`src/ksd_pkg.sv`:
```
`timescale 1ns / 1ps
// ----------------------------------------------------------------------------
// ksd_pkg
// Shared types and constants of the plucked string delay loop unit.
// ----------------------------------------------------------------------------
package ksd_pkg;

  localparam int MAX_LENGTH_DEF = 1024;
  localparam int SAMPLE_W       = 16;
  localparam int GAIN_W         = 16;
  localparam int LEN_W          = 11;
  localparam int TICK_W         = 32;
  localparam int CFG_IDX_W      = 8;
  localparam int CFG_DATA_W     = 32;

  // scaled sum is divided by 2^QSHIFT, or 2^(QSHIFT+1) in drum mode
  localparam int QSHIFT         = GAIN_W + 1;

  localparam logic [LEN_W-1:0]  LEN_RST  = LEN_W'(100);
  localparam logic [GAIN_W-1:0] GAIN_RST = GAIN_W'(65274);

  typedef logic [1:0] mode_t;
  localparam mode_t MODE_TICK  = 2'd0;
  localparam mode_t MODE_LOAD  = 2'd1;
  localparam mode_t MODE_CLEAR = 2'd2;

  typedef logic [CFG_IDX_W-1:0] cfg_idx_t;
  localparam cfg_idx_t CFG_STRING_LENGTH = CFG_IDX_W'(0);
  localparam cfg_idx_t CFG_GAIN_Q16      = CFG_IDX_W'(1);
  localparam cfg_idx_t CFG_DRUM_MODE     = CFG_IDX_W'(2);

endpackage

```
`src/ksd_mul.sv`:
```
`timescale 1ns / 1ps
// ----------------------------------------------------------------------------
// ksd_mul
// Shift-add multiplier, one multiplier bit per cycle.
// ----------------------------------------------------------------------------
module ksd_mul #(
  parameter int A_W = ksd_pkg::SAMPLE_W + 1,
  parameter int B_W = ksd_pkg::GAIN_W
) (
  input  logic             clk,
  input  logic             rst_n,
  input  logic             start,
  input  logic [A_W-1:0]   a,
  input  logic [B_W-1:0]   b,
  output logic             done,
  output logic [A_W+B_W-1:0] product
);

  localparam int CNT_W = (B_W > 1) ? $clog2(B_W) : 1;
  localparam logic [CNT_W-1:0] LAST = CNT_W'(B_W - 1);

  logic [A_W-1:0]   a_r;
  logic [A_W:0]     hi_r;
  logic [B_W-1:0]   lo_r;
  logic [CNT_W-1:0] cnt_r;
  logic             run_r;
  logic             done_r;
  logic [A_W:0]     add;

  assign add = hi_r + (lo_r[0] ? {1'b0, a_r} : '0);

  always_ff @(posedge clk) begin
    if (!rst_n) begin
      run_r  <= 1'b0;
      done_r <= 1'b0;
      cnt_r  <= '0;
    end else begin
      done_r <= 1'b0;
      if (start) begin
        run_r <= 1'b1;
        cnt_r <= '0;
      end else if (run_r) begin
        cnt_r <= cnt_r + 1'b1;
        if (cnt_r == LAST) begin
          run_r  <= 1'b0;
          done_r <= 1'b1;
        end
      end
    end
  end

  always_ff @(posedge clk) begin
    if (start) begin
      a_r  <= a;
      hi_r <= '0;
      lo_r <= b;
    end else if (run_r) begin
      hi_r <= {1'b0, add[A_W:1]};
      lo_r <= {add[0], lo_r[B_W-1:1]};
    end
  end

  assign done    = done_r;
  assign product = {hi_r[A_W-1:0], lo_r};

endmodule

```
`config.mk`:
```
export PLATFORM = sky130hd
export DESIGN_NAME = ksd_mul
export DESIGN_NICKNAME = d
export VERILOG_FILES = /design/src/ksd_pkg.sv /design/src/ksd_mul.sv
export SDC_FILE = /design/constraint.sdc
export NUM_CORES = 1
export LEC_CHECK = 0
export ABC_AREA = 1
export BUFFER_PORTS_ARGS = -buffer_cell sky130_fd_sc_hd__buf_2
export CORE_MARGIN = 2
export CORE_UTILIZATION = 59
export CTS_BUF_LIST = sky130_fd_sc_hd__clkbuf_16
export DETAILED_ROUTE_END_ITERATION = 10
export PLACE_DENSITY = 0.85
export SLEW_MARGIN = 20
export SYNTH_ARGS = -nofsm -noshare
export SYNTH_HDL_FRONTEND = slang
export SYNTH_SLANG_ARGS = --single-unit
export TNS_END_PERCENT = 20
```
`constraint.sdc`:
```
create_clock -name clk -period 7.1 [get_ports clk]
set_clock_uncertainty 0.05 [all_clocks]
set_input_delay 0.355 -clock clk [delete_from_list [all_inputs] [get_ports clk]]
set_output_delay 0.355 -clock clk [all_outputs]
set_load 0.005 [all_outputs]
```
Word-level counts from Yosys, hierarchy flattened
Index checks and enable logic that the tools add are counted.
W data, S select, Z words.
{ "totals": {"reg_bits": 56, "output_inout_bits": 34, "wordCells": 21} }
{ "classes": {"add_sub_neg": 2, "n_eq_ne": 1, "muxes": 7, "bitwise_logic": 2, "n_reduce_logical": 3} }
{ "op_table": {"columns": ["cell", "n"], "rows": [
  ["$mux W16", 2],
  ["$add A17 B17 Y18", 1],
  ["$mux W17", 1],
  ["$add A4 B1 Y4 const B", 1],
  ["$eq A4 B4 Y1 const B", 1],
  ["$mux W1", 4],
  ["$reduce_or A3 Y1", 1],
  ["$not A1 Y1", 2],
  ["$reduce_bool A2 Y1", 1],
  ["$reduce_or A2 Y1", 1]
]} }

Longest topological paths before layout
Gate-level depths: netlist of the first run.
{ "logic_depth": {"depth_word": 4, "mapped_depth": 18, "mapped_depth_nobuf": 16} }

Worst setup path after synthesis of the first run
No wires, ideal clock.
{ "synth_path": {"kind": "reg2reg", "from": "register lo_r[0]", "to": "register hi_r[11]", "arrival_ns": 2.136, "required_time_ns": 6.941, "slack_ns": 4.805, "stages_incl_launch_ff": 18, "synth_period_minus_slack_ns": 2.295, "cell_sequence": "edfxtp_1 > clkbuf_1 > clkbuf_1 > nand2_1 > inv_1 > ha_1 > inv_1 > fa_1 > inv_1 > nand2_1 > nand2_1 > nand3_1 > nand2_2 > nand2_1 > nand3_1 > nand3_1 > nand2_1 > inv_1"} }
{ "synth_between": {"elab_chain_len": 2} }
{ "synth_lines": {"columns": ["item", "line", "source"], "rows": [
  ["from (decl)", "ksd_mul.sv:24", "logic [B_W-1:0] lo_r;"],
  ["from (signal assigned)", "ksd_mul.sv:59", "lo_r <= {add[0], lo_r[B_W-1:1]};"],
  ["$mux W17", "ksd_mul.sv:30", "assign add = hi_r + (lo_r[0] ? {1'b0, a_r} : '0);"],
  ["$add A17 B17 Y18", "ksd_mul.sv:30", null],
  ["to (signal assigned)", "ksd_mul.sv:58", "hi_r <= {1'b0, add[A_W:1]};"],
  ["to (decl)", "ksd_mul.sv:23", "logic [A_W:0] hi_r;"]
]} }
No other way between the ends.
A chain may end at the register's enable or synchronous reset.

Final worst setup path of the first run
Ends and elaborated chain as after synthesis.

==> reports/metrics.csv, run 1 <==
stage,metric,value,unit
outcome,outcome,completed,
global_route,total track usage,0.251,
layout,Filler cells,438,
layout,Finished Layout Cells,585,
setup_path,CP Capture Type,flop,
setup_path,r2r setup slk,4730,ps
hold_path,WHS Path Cells,1,
setup_path,critical path class,reg -> reg,
die,core area,0.00541,sq mm
sta,Hold WS,179,ps
placed_design,port bufs,69,
clocking,CTS Root Cell,clkbuf_16,
die,die height,78.2,microns
yosys,Mean Syn Cell Area,7.30,sq um
setup_path,reg-to-reg startpoint,lo_r[0]$_DFFE_PP_,
power_and_ir_drop,sequential power share,0.497,
global_route,overflow left after global routing,0,
setup_path,Worst path max stage delay,690,ps
power_and_ir_drop,worst vdd ir,0.000177,V
sta,Peak Freq,422,MHz
setup_path,RR Endpoint,hi_r[11]$_SDFFE_PP0P_,
yosys,post-synthesis sequential area ratio,0.447,
detailed_routing,drt via density,4.97,
layout,Final Util,0.701,
global_route,largest net degree at the start of global routing,45,
yosys,number of flops mapped to enable cells by yosys,33,
power_and_ir_drop,Cell Pwr Density,210,mW/mm^2
clocking,CTS tree,built,
die,row cnt,27,
setup_path,Critical Path RT,7250,ps
sta,worst rel slew slack,0.374,
sta,TNS Setup,0,ps
power_and_ir_drop,Internal,0.000566,W
yosys,post-synth top area share,0.305,
sta,Final period util,0.334,
die,Die ar.,0.00611,sq mm
detailed_routing,wire length per cell,12.0,microns
yosys,Synth Warn #,0,
clocking,H-tree depth,2,
layout,layout cell share with drive strength beyond 1,0.181,
layout,# diodes,0,
setup_path,buffers and inverters on the worst path,4,
detailed_routing,drt pass-1 iters,4,
yosys,most area-consuming cells after synthesis,"edfxtp_1 31%, nand2_1 20%, dfxtp_1 14%",
placed_design,gpl congestion,0.935,
sta,worst-margin pin slew,937,ps
sta,Final Max Tran Viols,0,
hold_path,Worst Hold End,a_r[10]$_DFFE_PP_,
clocking,Setup Buffers After CTS,0,
detailed_routing,DRT iter0 DRCs,212,
die,Die X,78.2,microns
power_and_ir_drop,NetSw,0.000228,W
detailed_routing,drt total wl,7.04,mm
yosys,Post-synth top flop,edfxtp_1,
setup_path,Register-to-Register Path Depth,15,
hold_path,beginning of the worst hold path,a[10],
setup_path,cell breakdown of the critical path,nand2_1 > inv_1 > ha_1 > inv_1 > fa_1 > inv_1 > nand2_1 > nand2_1 > nand3_1 > nand2_2 > nand2_1 > nand3_1 > nand3_1 > nand2_1 > inv_1,
setup_path,CP arrival,2520,ps
yosys,Post-synth top cells,"174 x nand2_1, 76 x inv_1, 34 x nor2_1",
yosys,Yosys cell types,28,
yosys,Synth Register Bits,56,
hold_path,Hold Crit Class,in -> reg,
setup_path,"CP delay by family, top",simple AND/OR/NAND/NOR gates,
setup_path,CP max-delay cell,edfxtp_1,
die,# IOs,70,
detailed_routing,"antenna viol nets, final",0,
sta,final setup fails,0,
placed_design,HPWL Detailed,5.23,mm
detailed_routing,DRC viols,0,
power_and_ir_drop,total chip power,0.000795,W
global_route,vias in the first global route,2823,
sta,"Hold Vio Cnt, Final",0,
setup_path,crit path max fanout,18,
yosys,post-synthesis async set-or-reset flop share,0,
setup_path,CP most frequent cell,nand2_1,
global_route,first-pass GRT wire length,12.2,mm
clocking,CTS Buf Count,5,
yosys,Syn Inst Count,445,
power_and_ir_drop,switching share of power,0.287,
power_and_ir_drop,Logic pwr share,0.188,
clocking,clk slew on worst S/H paths,70,ps
yosys,most common cell in the synthesized netlist,nand2_1,
clocking,# hold bufs at CTS,0,
sta,RSZ-0062 raised after global routing,no,
yosys,Yosys top cell by area,edfxtp_1,
setup_path,startpoint types,flop,
run,Max Cap Viol,0,
yosys,Synth Net Count,500,
power_and_ir_drop,clock group share of total power,0.315,
sta,minimum clock period,2370,ps
power_and_ir_drop,Leak,2.14,nW
detailed_routing,Via Count,2906,
clocking,cts repair resizes,0,
placed_design,dpl cells,577,
clocking,clock latency on the worst-skew pair,300,ps
yosys,Post-Syn Area,0.00325,sq mm
die,Initial Util,0.601,
global_route,initial antenna violation count,0,
clocking,Clock Sinks,56,
clocking,Clock Tree Buf Depth,2,
layout,Layout Nets,567,
layout,Area growth syn-to-layout,16.7,%
## logic make-up (layout without fill, tap and decap cells)
| family | after synthesis | after routing | share of synthesized area |
|---|---|---|---|
| flip-flops | 56 | 56 | 0.447 |
| buffers and inverters | 88 | 156 | 0.104 |
| XOR/XNOR | 2 | 2 | 0.00539 |
| AO/OA/AOI/OAI | 25 | 25 | 0.0408 |
| adder cells (fa/ha/maj) | 19 | 19 | 0.0755 |
| AND/OR/NAND/NOR | 255 | 255 | 0.327 |
## placed cells by master (no fill, tap or decap), drive strengths merged
cell,instances
nand2,181
inv,81
buf,70
nor2,34
edfxtp,33
nand3,26
dfxtp,23
ha,18
a21oi,16
o21ai,7
or2,6
clkbuf,5
nor3,5
and2,2
nand3b,1
xnor2,1
o22ai,1
xor2,1
a211oi,1
fa,1
## through the flow
step                      setup WS, ps  instance area, sq um
after floorplan                   4800                  3250
after global placement            4880                  3640
after detailed placement          4750                  3640
after CTS                         4710                  3790
after global routing              4400                  3790
final                             4730                  3790
## layout make-up
cell class	count	area [sq um]	area share
inverters	78	293	0.0772
multi-input cells	301	1460	0.384
clock inverters	3	21.3	0.00561
clock buffers	5	125	0.0330
repair buffers	70	353	0.0931
flip-flops and latches	56	1450	0.383
well taps	72	90.1	0.0238
## power by group through the flow
stage          registers (W)  clock network [W]  logic, W
2_1_floorplan       0.000395                  0  0.000101
3_3_place_gp        0.000401                  0  0.000144
3_5_place_dp        0.000401                  0  0.000148
4_1_cts             0.000395           0.000251  0.000150
5_1_grt             0.000399           0.000265  0.000173
6_report            0.000395           0.000250  0.000150
## worst max-delay path by stage
stage | cells after the start | from | endpoint | slack, ps
2_1_floorplan | 17 | lo_r[0]$_DFFE_PP_ | hi_r[11]$_SDFFE_PP0P_ | 4800
3_3_place_gp | 15 | lo_r[0]$_DFFE_PP_ | hi_r[11]$_SDFFE_PP0P_ | 4880
3_5_place_dp | 15 | lo_r[0]$_DFFE_PP_ | hi_r[11]$_SDFFE_PP0P_ | 4750
4_1_cts | 15 | lo_r[0]$_DFFE_PP_ | hi_r[11]$_SDFFE_PP0P_ | 4710
5_1_grt | 15 | lo_r[0]$_DFFE_PP_ | hi_r[11]$_SDFFE_PP0P_ | 4400
6_report | 15 | lo_r[0]$_DFFE_PP_ | hi_r[11]$_SDFFE_PP0P_ | 4730
## state kept, by name, indices dropped and copies added, names as in the netlist
name / cells
done: 1
run_r: 1
a_r: 17
hi_r: 17
lo_r: 16
cnt_r: 4
## routing by layer
layer  part of all wire  up-vias  global-route usage
li1                   -     1505                   -
met2               0.46      103               0.432
met5                  0        -                   0
met1               0.45     1286               0.321
met3              0.072       12              0.0483
met4              0.018        0              0.0807
(Power assumes the default switching activity.)
==> run 2: changes to the inputs <==
--- a/config.mk
+++ b/config.mk
@@ -8,10 +8,10 @@
 export ABC_AREA = 1
 export BUFFER_PORTS_ARGS = -buffer_cell sky130_fd_sc_hd__buf_2
 export CORE_MARGIN = 2
-export CORE_UTILIZATION = 59
+export CORE_UTILIZATION = 55
 export CTS_BUF_LIST = sky130_fd_sc_hd__clkbuf_16
 export DETAILED_ROUTE_END_ITERATION = 10
-export PLACE_DENSITY = 0.85
+export PLACE_DENSITY = 0.79
 export SLEW_MARGIN = 20
 export SYNTH_ARGS = -nofsm -noshare
 export SYNTH_HDL_FRONTEND = slang
==> constraint.sdc (replaced) <==
create_clock -name clk -period 2.4 [get_ports clk]
set_clock_uncertainty 0.05 [all_clocks]
set_input_delay 0.12 -clock clk [delete_from_list [all_inputs] [get_ports clk]]
set_output_delay 0.12 -clock clk [all_outputs]
set_load 0.005 [all_outputs]
==> run 2 against run 1 <==
Compared with the run above: global-route usage grew 0.37 points; final area grew 5.5%; hold slack lost 160 ps; utilization grew 1.2 points; via count grew 1.0%; sequential share of layout area shrank 2.0 points; highest routed layer unchanged; setup slack lost 4500 ps; wire length grew 7.4%; non-clock buffer count grew 22; maximum frequency grew 9.9%; critical path depth shrank 2.
==> reports/metrics.csv, run 2 (synthesized netlist as in run 1, its figures left out) <==
stage,metric,value,unit,change
detailed_routing,drt pass-1 iters,5,,+1
power_and_ir_drop,switching share of power,0.292,,+0.00463
sta,worst rel slew slack,0.559,,+0.185
detailed_routing,Via Count,2935,,+1.0%
sta,minimum clock period,2160,ps,-214 ps
detailed_routing,drt total wl,7.56,mm,+7.4%
placed_design,dpl cells,579,,+0.35%
sta,Final Max Tran Viols,0,,unchanged
clocking,clock latency on the worst-skew pair,300,ps,about the same
sta,worst-margin pin slew,661,ps,-277 ps
clocking,Clock Tree Buf Depth,2,,unchanged
setup_path,CP arrival,2290,ps,-230 ps
sta,Peak Freq,464,MHz,+9.9%
detailed_routing,drt via density,4.84,,-2.7%
setup_path,startpoint types,flop,,
clocking,cts repair resizes,0,,unchanged
setup_path,crit path max fanout,5,,-13
die,Initial Util,0.579,,-0.0217
power_and_ir_drop,NetSw,0.000702,W,+210%
clocking,Clock Sinks,56,,unchanged
power_and_ir_drop,Cell Pwr Density,601,mW/mm^2,+190%
clocking,CTS tree,built,,
detailed_routing,DRC viols,0,,unchanged
sta,RSZ-0062 raised after global routing,no,,
clocking,CTS Root Cell,clkbuf_16,,
die,Die ar.,0.00654,sq mm,+6.9%
layout,final non-filler cell area,0.00400,sq mm,+5.5%
power_and_ir_drop,Internal,0.00170,W,+200%
placed_design,port bufs,69,,unchanged
die,# IOs,70,,unchanged
layout,"commonest non-fill, non-tap cells in the layout","174 x nand2_1, 76 x inv_1, 69 x buf_2",,
clocking,CTS Buf Count,5,,unchanged
die,Die X,80.9,microns,+3.4%
hold_path,Hold Crit Class,in -> reg,,
detailed_routing,DRT iter0 DRCs,180,,-15%
clocking,clk slew on worst S/H paths,70,ps,about the same
global_route,first-pass GRT wire length,12.9,mm,+5.9%
run,Max Cap Viol,0,,unchanged
global_route,initial antenna violation count,0,,unchanged
detailed_routing,wire length per cell,12.5,microns,+3.5%
layout,Top Registers,"a_r (17), hi_r (17), lo_r (16)",,
layout,Finished Layout Cells,607,,+3.8%
layout,Layout Nets,589,,+3.9%
power_and_ir_drop,worst vdd ir,0.000535,V,+200%
sta,TNS Setup,0,ps,unchanged
die,row cnt,27,,unchanged
die,core area,0.00561,sq mm,+3.8%
layout,layout cell share with drive strength beyond 1,0.185,,+0.00376
sta,Final period util,0.898,,+0.565
setup_path,Register-to-Register Path Depth,13,,-2
global_route,overflow left after global routing,0,,unchanged
detailed_routing,"antenna viol nets, final",0,,unchanged
power_and_ir_drop,Logic pwr share,0.206,,+0.018
global_route,total track usage,0.255,,+0.00367
power_and_ir_drop,Leak,2.23,nW,+4.4%
global_route,largest net degree at the start of global routing,43,,-4.4%
layout,"commonest non-fill, non-tap cell in the layout",nand2_1,,
hold_path,WHS Path Cells,3,,+2
die,die height,80.9,microns,+3.4%
setup_path,CP Capture Type,flop,,
outcome,outcome,completed,,
layout,# diodes,0,,unchanged
placed_design,placed inst area,0.00366,sq mm,+0.41%
clocking,H-tree depth,2,,unchanged
placed_design,HPWL Detailed,5.43,mm,+3.9%
sta,final setup fails,0,,unchanged
sta,Hold WS,14.1,ps,-165 ps
setup_path,Critical Path RT,2540,ps,-4710 ps
layout,Final Util,0.713,,+0.0119
sta,"Hold Vio Cnt, Final",0,,unchanged
power_and_ir_drop,clock group share of total power,0.314,,about the same
placed_design,gpl congestion,0.885,,-5.3%
global_route,vias in the first global route,2811,,-0.43%
setup_path,critical path class,reg -> reg,,
power_and_ir_drop,sequential power share,0.480,,-0.017
layout,Area growth syn-to-layout,23.2,%,
-- run 2: changes by cell type in the layout (fill, tap and decap cells not counted), sizes merged --
cell,change
dlygate4sd3,+17
buf,+5
clkinv,+2
inv,-2
-- run 2: area by class of cell --
cell class	count	area (sq um)
clock buffer	5	125
inverter	78	293
timing repair buffer	92	561
clock inverter	3	22.5
tap	72	90.1
multi-input combinational	301	1460
sequential	56	1450
fill	478	1610
-- run 2: through the flow --
| stage | worst slack, ps | power (W) |
|---|---|---|
| detailed placement | 225 | 0.00163 |
| global route | 78.2 | 0.00252 |
| floorplan | 105 | 0.00147 |
| global placement | 264 | 0.00162 |
| finish | 244 | 0.00241 |
| CTS | 209 | 0.00240 |
-- run 2: repair_timing --
action	in CTS	in global routing
buffers inserted	0	3
setup endpoints to repair	0	2
hold endpoints to repair	17	0
hold buffers	17	0
-- run 2: critical path, cell delays in order, from the launching register on --
cell	delay, ps
edfxtp_1	460
buf_4	190
nand2_1	90
inv_1	50
ha_1	350
nand2_1	120
nor2_1	100
nand2_1	80
nand3_2	120
nand2_1	100
nand3_1	90
nand2_1	50
nor2_1	150
nor2_1	70
-- run 2: path summary, 6_finish.rpt --
check / start / endpoint / slack, ps
worst max-delay path: lo_r[0]$_DFFE_PP_ / hi_r[13]$_SDFFE_PP0P_ / 240
worst min-delay path: rst_n / run_r$_SDFF_PN0_ / 10
worst max register to register: lo_r[0]$_DFFE_PP_ / hi_r[13]$_SDFFE_PP0P_ / 240
worst min register to register: hi_r[4]$_SDFFE_PP0P_ / hi_r[4]$_SDFFE_PP0P_ / 420
-- run 2: power groups by stage --
stage	Sequential, W	Combinational [W]	Clock (W)
finish	0.00115	0.000495	0.000756
global route	0.00116	0.000563	0.000798
CTS	0.00116	0.000483	0.000760
detailed placement	0.00117	0.000459	0
global placement	0.00117	0.000449	0
floorplan	0.00117	0.000300	0
-- run 2: per-layer routing --
metal	part of all wire	up-vias	GRT usage
li1	-	1541	-
met1	0.46	1287	0.346
met2	0.46	97	0.415
met3	0.060	10	0.0456
met4	0.019	0	0.0831
met5	0	-	0
